File: src/rtl/msect_pkg.sv
// Shared types and constants for the multi-slot event countdown timer.
`default_nettype none

package msect_pkg;

    localparam int SLOTS  = 16;
    localparam int IDX_W  = (SLOTS > 1) ? $clog2(SLOTS) : 1;
    localparam int CMD_W  = 2;
    localparam int ID_W   = 16;
    localparam int CNT_W  = 32;
    localparam int KIND_W = 3;

    typedef enum logic [CMD_W-1:0] {
        CMD_REGISTER = 2'd0,
        CMD_START    = 2'd1,
        CMD_TICK     = 2'd2,
        CMD_NONE     = 2'd3
    } cmd_t;

    typedef enum logic [KIND_W-1:0] {
        KIND_REGISTERED = 3'd0,
        KIND_FULL       = 3'd1,
        KIND_STARTED    = 3'd2,
        KIND_NOT_FOUND  = 3'd3,
        KIND_EXPIRED    = 3'd4
    } kind_t;

    typedef struct packed {
        kind_t             kind;
        logic [ID_W-1:0]   id;
        logic              last;
    } res_t;

    typedef struct packed {
        logic [CNT_W-1:0]  dec;
        logic              count_zero;
        logic              expire;
        logic              id_match;
    } alu_res_t;

endpackage

`default_nettype wire

File: src/rtl/msect_slot_alu.sv
// Shared slot unit: count decrement, zero tests and id compare for one slot.
`default_nettype none

module msect_slot_alu (
    input  wire logic [msect_pkg::CNT_W-1:0] count,
    input  wire logic [msect_pkg::ID_W-1:0]  slot_id,
    input  wire logic [msect_pkg::ID_W-1:0]  key,
    output msect_pkg::alu_res_t              res
);
    import msect_pkg::*;

    always_comb begin
        res.dec        = count - CNT_W'(1);
        res.count_zero = (count == '0);
        res.expire     = (count == CNT_W'(1));
        res.id_match   = (slot_id == key);
    end

endmodule

`default_nettype wire

File: src/rtl/msect_out_reg.sv
// Output register for result transactions.
`default_nettype none

module msect_out_reg (
    input  wire logic                        aclk,
    input  wire logic                        aresetn,
    input  wire logic                        push_valid,
    input  wire msect_pkg::res_t             push_res,
    output logic                             push_ready,
    output logic                             m_valid,
    input  wire logic                        m_ready,
    output logic [msect_pkg::KIND_W-1:0]     m_kind,
    output logic [msect_pkg::ID_W-1:0]       m_event_id_res,
    output logic                             m_last
);
    import msect_pkg::*;

    logic valid_reg;
    res_t res_reg;

    assign push_ready = !valid_reg || m_ready;

    always_ff @(posedge aclk) begin
        if (!aresetn) begin
            valid_reg <= 1'b0;
        end else if (push_ready) begin
            valid_reg <= push_valid;
        end
    end

    always_ff @(posedge aclk) begin
        if (push_ready && push_valid) begin
            res_reg <= push_res;
        end
    end

    assign m_valid        = valid_reg;
    assign m_kind         = res_reg.kind;
    assign m_event_id_res = res_reg.id;
    assign m_last         = res_reg.last;

endmodule

`default_nettype wire

File: src/rtl/msect_ctrl.sv
// Sequencer, slot table: one slot per unstalled cycle through the shared slot unit.
`default_nettype none

module msect_ctrl (
    input  wire logic                        aclk,
    input  wire logic                        aresetn,
    input  wire logic                        s_valid,
    output logic                             s_ready,
    input  wire logic [msect_pkg::CMD_W-1:0] s_command,
    input  wire logic [msect_pkg::ID_W-1:0]  s_event_id,
    input  wire logic [msect_pkg::CNT_W-1:0] s_timer_value,
    input  wire logic                        s_repeat_req,
    output logic                             push_valid,
    output msect_pkg::res_t                  push_res,
    input  wire logic                        push_ready
);
    import msect_pkg::*;

    typedef enum logic [2:0] {
        ST_IDLE  = 3'b001,
        ST_SCAN  = 3'b010,
        ST_FLUSH = 3'b100
    } state_t;

    state_t             state_reg, state_next;
    logic [IDX_W-1:0]   idx_reg, idx_next;
    logic [ID_W-1:0]    next_id_reg, next_id_next;
    logic               pend_valid_reg, pend_valid_next;
    kind_t              pend_kind_reg, pend_kind_next;
    logic [ID_W-1:0]    pend_id_reg, pend_id_next;

    cmd_t               cmd_reg;
    logic [ID_W-1:0]    key_reg;
    logic [CNT_W-1:0]   tval_reg;
    logic               rep_reg;

    logic               slot_used_reg   [SLOTS];
    logic               slot_armed_reg  [SLOTS];
    logic               slot_repeat_reg [SLOTS];
    logic [ID_W-1:0]    slot_id_reg     [SLOTS];
    logic [CNT_W-1:0]   slot_count_reg  [SLOTS];
    logic [CNT_W-1:0]   slot_reload_reg [SLOTS];

    logic               accept;
    logic               last_idx;
    logic               cur_used;
    logic               cur_armed;
    logic               live;
    logic               wr_new;
    logic               wr_start;
    logic               wr_dec;
    logic               wr_expire;
    alu_res_t           alu;

    assign s_ready   = (state_reg == ST_IDLE);
    assign accept    = s_valid && s_ready;
    assign last_idx  = (idx_reg == IDX_W'(SLOTS - 1));
    assign cur_used  = slot_used_reg[idx_reg];
    assign cur_armed = slot_armed_reg[idx_reg];
    assign live      = cur_used && cur_armed && !alu.count_zero;

    msect_slot_alu u_alu (
        .count   (slot_count_reg[idx_reg]),
        .slot_id (slot_id_reg[idx_reg]),
        .key     (key_reg),
        .res     (alu)
    );

    always_comb begin
        state_next      = state_reg;
        idx_next        = idx_reg;
        next_id_next    = next_id_reg;
        pend_valid_next = pend_valid_reg;
        pend_kind_next  = pend_kind_reg;
        pend_id_next    = pend_id_reg;
        push_valid      = 1'b0;
        push_res.kind   = pend_kind_reg;
        push_res.id     = pend_id_reg;
        push_res.last   = 1'b0;
        wr_new          = 1'b0;
        wr_start        = 1'b0;
        wr_dec          = 1'b0;
        wr_expire       = 1'b0;

        case (state_reg)
            ST_IDLE: begin
                if (accept) begin
                    idx_next        = '0;
                    pend_valid_next = 1'b0;
                    if (cmd_t'(s_command) != CMD_NONE) begin
                        state_next = ST_SCAN;
                    end
                end
            end
            ST_SCAN: begin
                case (cmd_reg)
                    CMD_REGISTER: begin
                        if (!cur_used) begin
                            pend_valid_next = 1'b1;
                            state_next      = ST_FLUSH;
                            if (next_id_reg != '0) begin
                                wr_new         = 1'b1;
                                pend_kind_next = KIND_REGISTERED;
                                pend_id_next   = next_id_reg;
                                next_id_next   = next_id_reg + ID_W'(1);
                            end else begin
                                pend_kind_next = KIND_FULL;
                                pend_id_next   = '0;
                            end
                        end else if (last_idx) begin
                            pend_valid_next = 1'b1;
                            pend_kind_next  = KIND_FULL;
                            pend_id_next    = '0;
                            state_next      = ST_FLUSH;
                        end else begin
                            idx_next = idx_reg + IDX_W'(1);
                        end
                    end
                    CMD_START: begin
                        if (cur_used && alu.id_match) begin
                            wr_start        = 1'b1;
                            pend_valid_next = 1'b1;
                            pend_kind_next  = KIND_STARTED;
                            pend_id_next    = key_reg;
                            state_next      = ST_FLUSH;
                        end else if (last_idx) begin
                            pend_valid_next = 1'b1;
                            pend_kind_next  = KIND_NOT_FOUND;
                            pend_id_next    = key_reg;
                            state_next      = ST_FLUSH;
                        end else begin
                            idx_next = idx_reg + IDX_W'(1);
                        end
                    end
                    CMD_TICK: begin
                        if (!(live && alu.expire && pend_valid_reg && !push_ready)) begin
                            if (live && alu.expire) begin
                                push_valid      = pend_valid_reg;
                                wr_expire       = 1'b1;
                                pend_valid_next = 1'b1;
                                pend_kind_next  = KIND_EXPIRED;
                                pend_id_next    = slot_id_reg[idx_reg];
                            end else if (live) begin
                                wr_dec = 1'b1;
                            end
                            if (last_idx) begin
                                state_next = ST_FLUSH;
                            end else begin
                                idx_next = idx_reg + IDX_W'(1);
                            end
                        end
                    end
                    default: begin
                        state_next = ST_IDLE;
                    end
                endcase
            end
            ST_FLUSH: begin
                if (!pend_valid_reg) begin
                    state_next = ST_IDLE;
                end else if (push_ready) begin
                    push_valid      = 1'b1;
                    push_res.last   = 1'b1;
                    pend_valid_next = 1'b0;
                    state_next      = ST_IDLE;
                end
            end
            default: begin
                state_next = ST_IDLE;
            end
        endcase
    end

    always_ff @(posedge aclk) begin
        if (!aresetn) begin
            state_reg      <= ST_IDLE;
            idx_reg        <= '0;
            next_id_reg    <= ID_W'(1);
            pend_valid_reg <= 1'b0;
            for (int i = 0; i < SLOTS; i++) begin
                slot_used_reg[i]  <= 1'b0;
                slot_armed_reg[i] <= 1'b0;
            end
        end else begin
            state_reg      <= state_next;
            idx_reg        <= idx_next;
            next_id_reg    <= next_id_next;
            pend_valid_reg <= pend_valid_next;
            if (wr_new) begin
                slot_used_reg[idx_reg]  <= 1'b1;
                slot_armed_reg[idx_reg] <= 1'b0;
            end
            if (wr_start) begin
                slot_armed_reg[idx_reg] <= 1'b1;
            end
            if (wr_expire && !slot_repeat_reg[idx_reg]) begin
                slot_used_reg[idx_reg]  <= 1'b0;
                slot_armed_reg[idx_reg] <= 1'b0;
            end
        end
    end

    always_ff @(posedge aclk) begin
        pend_kind_reg <= pend_kind_next;
        pend_id_reg   <= pend_id_next;
        if (accept) begin
            cmd_reg  <= cmd_t'(s_command);
            key_reg  <= s_event_id;
            tval_reg <= s_timer_value;
            rep_reg  <= s_repeat_req;
        end
        if (wr_new) begin
            slot_id_reg[idx_reg] <= next_id_reg;
        end
        if (wr_start) begin
            slot_count_reg[idx_reg]  <= tval_reg;
            slot_reload_reg[idx_reg] <= tval_reg;
            slot_repeat_reg[idx_reg] <= rep_reg;
        end
        if (wr_dec) begin
            slot_count_reg[idx_reg] <= alu.dec;
        end
        if (wr_expire) begin
            slot_count_reg[idx_reg] <= slot_reload_reg[idx_reg];
        end
    end

    ast_push_room: assert property (@(posedge aclk) disable iff (!aresetn)
        push_valid |-> push_ready)
        else $error("result pushed into a full output register");

    ast_flush_hold: assert property (@(posedge aclk) disable iff (!aresetn)
        (aresetn && state_reg == ST_FLUSH && pend_valid_reg && !push_ready)
        |=> state_reg == ST_FLUSH)
        else $error("pending result dropped while output stalled");

    ast_last_ends: assert property (@(posedge aclk) disable iff (!aresetn)
        (aresetn && push_valid && push_res.last) |=> state_reg == ST_IDLE)
        else $error("final result not followed by idle");

    ast_id_stable: assert property (@(posedge aclk) disable iff (!aresetn)
        (aresetn && !(state_reg == ST_SCAN && cmd_reg == CMD_REGISTER))
        |=> $stable(next_id_reg))
        else $error("next id changed outside a register transaction");

endmodule

`default_nettype wire

File: src/rtl/multi_slot_event_countdown_timer.sv
// Multi-slot event countdown timer top level.
//
// Input channel (s_valid/s_ready) carries one command per transaction:
// register a new event, start an event's countdown by id, or one tick.
// Result channel (m_valid/m_ready) carries kind, event id and a last flag.
// Register and start give exactly one result; a tick gives one expiry per
// slot that reaches zero, in slot order, the final one with m_last set, or
// no result at all. Command 3 is dropped without a result.
// Every command but command 3 walks the slot table one slot per cycle through
// a single shared decrement/compare unit, a tick sweep pausing as below:
// register stops at the first free slot, start at the matching id, a tick visits all.
// s_ready is high only while the sequencer is idle; a result may still sit
// in the output register when the next command is taken.
// A stalled receiver holds the output register; a tick sweep then pauses at
// the next expiry until the pending result can move on.
// Synchronous active-low reset clears the slot used and armed flags, sets
// the next id to 1 and empties the output register; no clearing pass.
`default_nettype none

module multi_slot_event_countdown_timer (
    input  wire logic                        aclk,
    input  wire logic                        aresetn,
    input  wire logic                        s_valid,
    output logic                             s_ready,
    input  wire logic [msect_pkg::CMD_W-1:0] s_command,
    input  wire logic [msect_pkg::ID_W-1:0]  s_event_id,
    input  wire logic [msect_pkg::CNT_W-1:0] s_timer_value,
    input  wire logic                        s_repeat_req,
    output logic                             m_valid,
    input  wire logic                        m_ready,
    output logic [msect_pkg::KIND_W-1:0]     m_kind,
    output logic [msect_pkg::ID_W-1:0]       m_event_id_res,
    output logic                             m_last
);
    import msect_pkg::*;

    logic push_valid;
    logic push_ready;
    res_t push_res;

    msect_ctrl u_ctrl (
        .aclk          (aclk),
        .aresetn       (aresetn),
        .s_valid       (s_valid),
        .s_ready       (s_ready),
        .s_command     (s_command),
        .s_event_id    (s_event_id),
        .s_timer_value (s_timer_value),
        .s_repeat_req  (s_repeat_req),
        .push_valid    (push_valid),
        .push_res      (push_res),
        .push_ready    (push_ready)
    );

    msect_out_reg u_out (
        .aclk           (aclk),
        .aresetn        (aresetn),
        .push_valid     (push_valid),
        .push_res       (push_res),
        .push_ready     (push_ready),
        .m_valid        (m_valid),
        .m_ready        (m_ready),
        .m_kind         (m_kind),
        .m_event_id_res (m_event_id_res),
        .m_last         (m_last)
    );

endmodule

`default_nettype wire
File: config.mk
export PLATFORM = sky130hd
export DESIGN_NAME = multi_slot_event_countdown_timer
export DESIGN_NICKNAME = d
export VERILOG_FILES = /design/src/rtl/msect_pkg.sv /design/src/rtl/msect_slot_alu.sv /design/src/rtl/msect_out_reg.sv /design/src/rtl/msect_ctrl.sv /design/src/rtl/multi_slot_event_countdown_timer.sv
export SDC_FILE = /design/constraint.sdc
export NUM_CORES = 1
export LEC_CHECK = 0
export BUFFER_PORTS_ARGS = -buffer_cell sky130_fd_sc_hd__buf_4
export CELL_PAD_IN_SITES_DETAIL_PLACEMENT = 1
export CELL_PAD_IN_SITES_GLOBAL_PLACEMENT = 1
export CORE_ASPECT_RATIO = 1.1
export CORE_MARGIN = 4
export CORE_UTILIZATION = 51
export DETAILED_ROUTE_END_ITERATION = 10
export PLACE_DENSITY_LB_ADDON = 0.12
export SYNTH_ARGS = -nofsm -noshare
export SYNTH_HDL_FRONTEND = slang
export SYNTH_SLANG_ARGS = --single-unit
File: constraint.sdc
create_clock -name aclk -period 6.5 [get_ports aclk]
set_input_delay 0.325 -clock aclk [delete_from_list [all_inputs] [get_ports aclk]]
set_output_delay 0.325 -clock aclk [all_outputs]
set_load 0.005 [all_outputs]
==> run summary <==
The critical path contains buffers and inverters numbering 3 combined. The initial DRC count came out at 3278. The later-pin clock latency in the skew report came out at ~0.77 ns. The H-tree depth came out at 4. The final worst clock skew is 0.02476 ns.

The final weighted congestion in routability-driven placement is 0.8743. The number of antenna violations at the first check in global routing came out at 2. At the pin with the least slew margin, the transition time is 1.164 ns.

In the synthesized netlist the dominant register cell turns out to be edfxtp_1. The number of nets handed over by synthesis was 2898. The library cell appearing most often on the critical path is buf_4. The initial utilization of the core area, before any placement, comes to 51.56%. Yosys instantiated no cell more often than edfxtp_1. In this run the worst setup path terminates at u_ctrl.slot_count_reg[12][1]$_DFFE_PP_. The post-route worst hold slack came out at roughly 0.095 ns. The register area share after synthesis came out at about three quarters.

The commonest cells after synthesis are edfxtp_1 (1386), mux4_2 (357), nand2_1 (121). The final setup violation count came out at 0. The final non-filler cell total came out at 4695. The number of synthesized register bits came out at 1447. The worst hold path class is primary input to register.

The number of hold-repair buffers added at the cts stage came out at between 50 and 60. From bottom edge to top edge, the die measures around 360 um. Once detail routing completed, the nets flagged for antenna violations numbered 0. Counting the buffers created by CTS gives 147. The largest individual stage delay along the critical path comes from the cell dfxtp_4.

The CTS tree is yes. The repair_antennas step left the layout with diodes totalling 0. The required time at the worst-slack endpoint came out at 6.96 ns.

The share of the clock period used by the worst path came out at between 90 and 100%. STA classifies the critical path startpoint as a register. After clock tree synthesis, the repair step resized 0 gates. The first-pass detailed-route iteration total came out at 6.

Summing every instance area after synthesis gives 57310 um2. Of the total power, the share spent switching nets is 22.41%. The critical path goes through buf_4 -> mux4_2 -> a22oi_1 -> nand2_1 -> nor4_1 -> or2b_1 -> or4_1 -> nor4_4 -> nor3b_4 -> buf_4 -> nor2_4 -> buf_12. After global routing the overflow that remains totals 0. In this run, flip-flops and latches consume 51.9% of the power.

The full die area came out at 117800 um2. The first-pass GRT wire length came out at 225200 um. Among cell families on the critical path, the largest total delay comes from simple AND/OR/NAND/NOR gates. In this run the tool buffered the top-level ports with 76 buffer cells.

The top fanout value on the critical path came out at ~40. The clock slew at the register clock pins of the worst setup and hold paths is roughly 0.060 ns. The pin count of the biggest net entering global routing is 79. The worst setup slack after placement is 0.5936 ns. The placed wire-length estimate after detailed placement came out at 91910 um. The share of layout cells above drive strength 1 is 27.00%. The run finished with clean final reports. The max-slew violation total from the final report is 0. The maximum frequency from static timing analysis came out at 0.1701 GHz. The mean instance size in the synthesized netlist is around 20 um2. The placeable core area came out at 111100 um2. The capture instance of the worst register-to-register path is u_ctrl.slot_count_reg[12][1]$_DFFE_PP_. edfxtp_1 takes more of the synthesized area than any other cell. Setup repair after global routing left no endpoint under its margin.

The launch instance of the worst min-delay path is s_valid. The final count of hold timing violations came out at 0. The post-route setup TNS came out at 0 ns. In the post-synthesis netlist, the biggest area contributors are edfxtp_1 (73%), mux4_2 (14%), dfxtp_1 (2.1%). The share of power burned in the clock network is 40.2%. The count of standard-cell rows is 128.

The number of stages on the worst setup path came out at 12. Measured against its own limit, the worst slew margin works out to 22.40%. The final layout contains 3153 nets.

The number of design rule violations left after detail routing is 0. The clock period could shrink to 5.879 ns. Relative to the synthesized area, the layout overhead comes to 14.89%. STA classifies the critical path endpoint as a register. The post-layout total power came out at around 21000 uW.

The I/O pin total came out at between 70 and 80. The worst register-to-register path has a setup slack of between 0.6 and 0.7 ns. The cell count of the worst hold path came out at 4. In this run, synthesis inferred 1386 flip-flops with an integrated enable. The count of fill cells added during filler insertion came out at 9459. Summed over all nets, the switching power comes to 4634 uW. The number of clock sinks is 1447. The endpoint arrival time on the critical path came out at 6.34 ns.

The distinct cell type count after synthesis came out at 84. The number of instances in the placed design is about 4.4k. The via count of the first global-routing pass is 31.54k. The horizontal die dimension came out at between 300 and 400 um.

In the final routed layout, each cell accounts on average for ~33 um. The delay contributed by the slowest stage of the critical path is approximately 0.88 ns. Dividing total power by cell area gives a power density of 314.1 nW/um2.

The total number of yosys warnings came out at 0. The gate count of the mapped netlist is 2830. The leakage power is 0.02063 uW. The final setup slack of the worst path came out at 0.6206 ns.

The overall via count from detail_route came out at approximately 30k. The cell depth of the worst flop-to-flop path came out at 12. The global-route usage over all layers came out at 26.59%. The fraction of registers with async set or reset after synthesis came out at 0%. The area share of the largest cell type after synthesis is between 70% and 80%. The power share of the combinational group came out at ~7.9%. The root buffer cell chosen for the clock tree is clkbuf_16. The mean number of vias per cell is 6.322. The number of setup buffers added after CTS came out at 0.

Cell internal power was estimated by the tool at 16050 uW. The number of maximum-capacitance constraint violations came out at 0. The buffer depth of the longest clock path came out at 3. The worst-case IR drop observed on VDD is between 0.3 and 0.4 mV.

The start-to-end type of the worst setup path is register to register. The final wirelength came out at 153800 um.
-- through the flow --
| stage | cell area (um2) | util, % |
|---|---|---|
| final | 65840 | 59.24 |
| after global routing | 65840 | 59.24 |
| after CTS | 65840 | 59.23 |
| after detailed placement | 60570 | 54.50 |
| after global placement | 60560 | 54.48 |
| after floorplan | 57310 | - |
-- worst register-to-register path, delay by kind of cell (launching register included) --
family | cells | cell delay, ns
compound gates | 1 | 0.23
buf+inv | 3 | 1.09
flops | 1 | 0.88
mux | 1 | 0.55
simple gates | 7 | 2.80
-- cell type report --
cell class,instances,area (um2),share of cell area (%)
Clock buffer,192,4014,6.096
Clock inverter,72,711.9,1.081
Sequential cell,1447,42850,65.09
Tap cell,1495,1871,2.841
Inverter,42,160.2,0.2432
Timing Repair Buffer,256,2361,3.586
Multi-Input combinational cell,1191,13870,21.07
-- layer usage --
layer  track usage (%)  vias to the layer above  wire length [um]  share of wire [%]
met5                 0                        -                13             0.0085
met4             8.023                        2              4183                2.7
met3             4.596                      247              9894                6.4
met2             44.35                     1151             78290                 51
met1             36.44                    16080             61410                 40
li1                  -                    12200                 -                  -
-- placed cells by master (no fill, tap or decap), types with 21 or more instances in the layout --
cell | netlist | layout
clkinv_2 | 0 | 22
edfxtp_1 | 1386 | 1386
clkinv_1 | 1 | 26
inv_1 | 40 | 38
mux4_2 | 357 | 357
buf_4 | 8 | 177
nand2_1 | 121 | 121
a22oi_1 | 54 | 54
nor2_4 | 0 | 32
xor2_1 | 27 | 27
xnor2_1 | 39 | 39
buf_12 | 0 | 24
dfxtp_1 | 61 | 57
mux2i_1 | 84 | 84
nor2_1 | 120 | 71
nand4_1 | 21 | 21
clkbuf_16 | 0 | 152
clkbuf_1 | 62 | 34
nand3_1 | 29 | 28
o21ai_0 | 55 | 55
dlygate4sd3_1 | 0 | 54
-- power groups by stage --
stage | registers, uW | logic (uW) | clock network [uW]
6_report | 10700 | 1640 | 8320
5_1_grt | 10700 | 1770 | 8890
4_1_cts | 10700 | 1660 | 8450
3_5_place_dp | 10900 | 1620 | 0
3_3_place_gp | 10900 | 1580 | 0
2_1_floorplan | 10800 | 1180 | 0
-- cell families (layout without fill, tap and decap cells) --
| kind of cell | count (synthesis) | count (layout) | share of synthesized area (%) |
|---|---|---|---|
| fa+ha+maj | 13 | 13 | 0.2838 |
| compound gates | 252 | 252 | 3.183 |
| buf+inv | 192 | 562 | 1.600 |
| simple gates | 417 | 417 | 3.629 |
| flops | 1447 | 1447 | 74.76 |
| mux | 443 | 443 | 15.54 |
| xor+xnor | 66 | 66 | 1.009 |
-- how the worst min path moves through the flow --
stage	endpoint	slack, ns
after floorplan	u_out.m_event_id_res[0]$_DFFE_PP_	0.40
after global placement	u_out.m_event_id_res[5]$_DFFE_PP_	0.41
after detailed placement	u_out.m_event_id_res[9]$_DFFE_PP_	0.41
after CTS	register	0.05
after global routing	register	0.07
final	register	0.1
No activity file was read; power rests on OpenSTA's default activity.
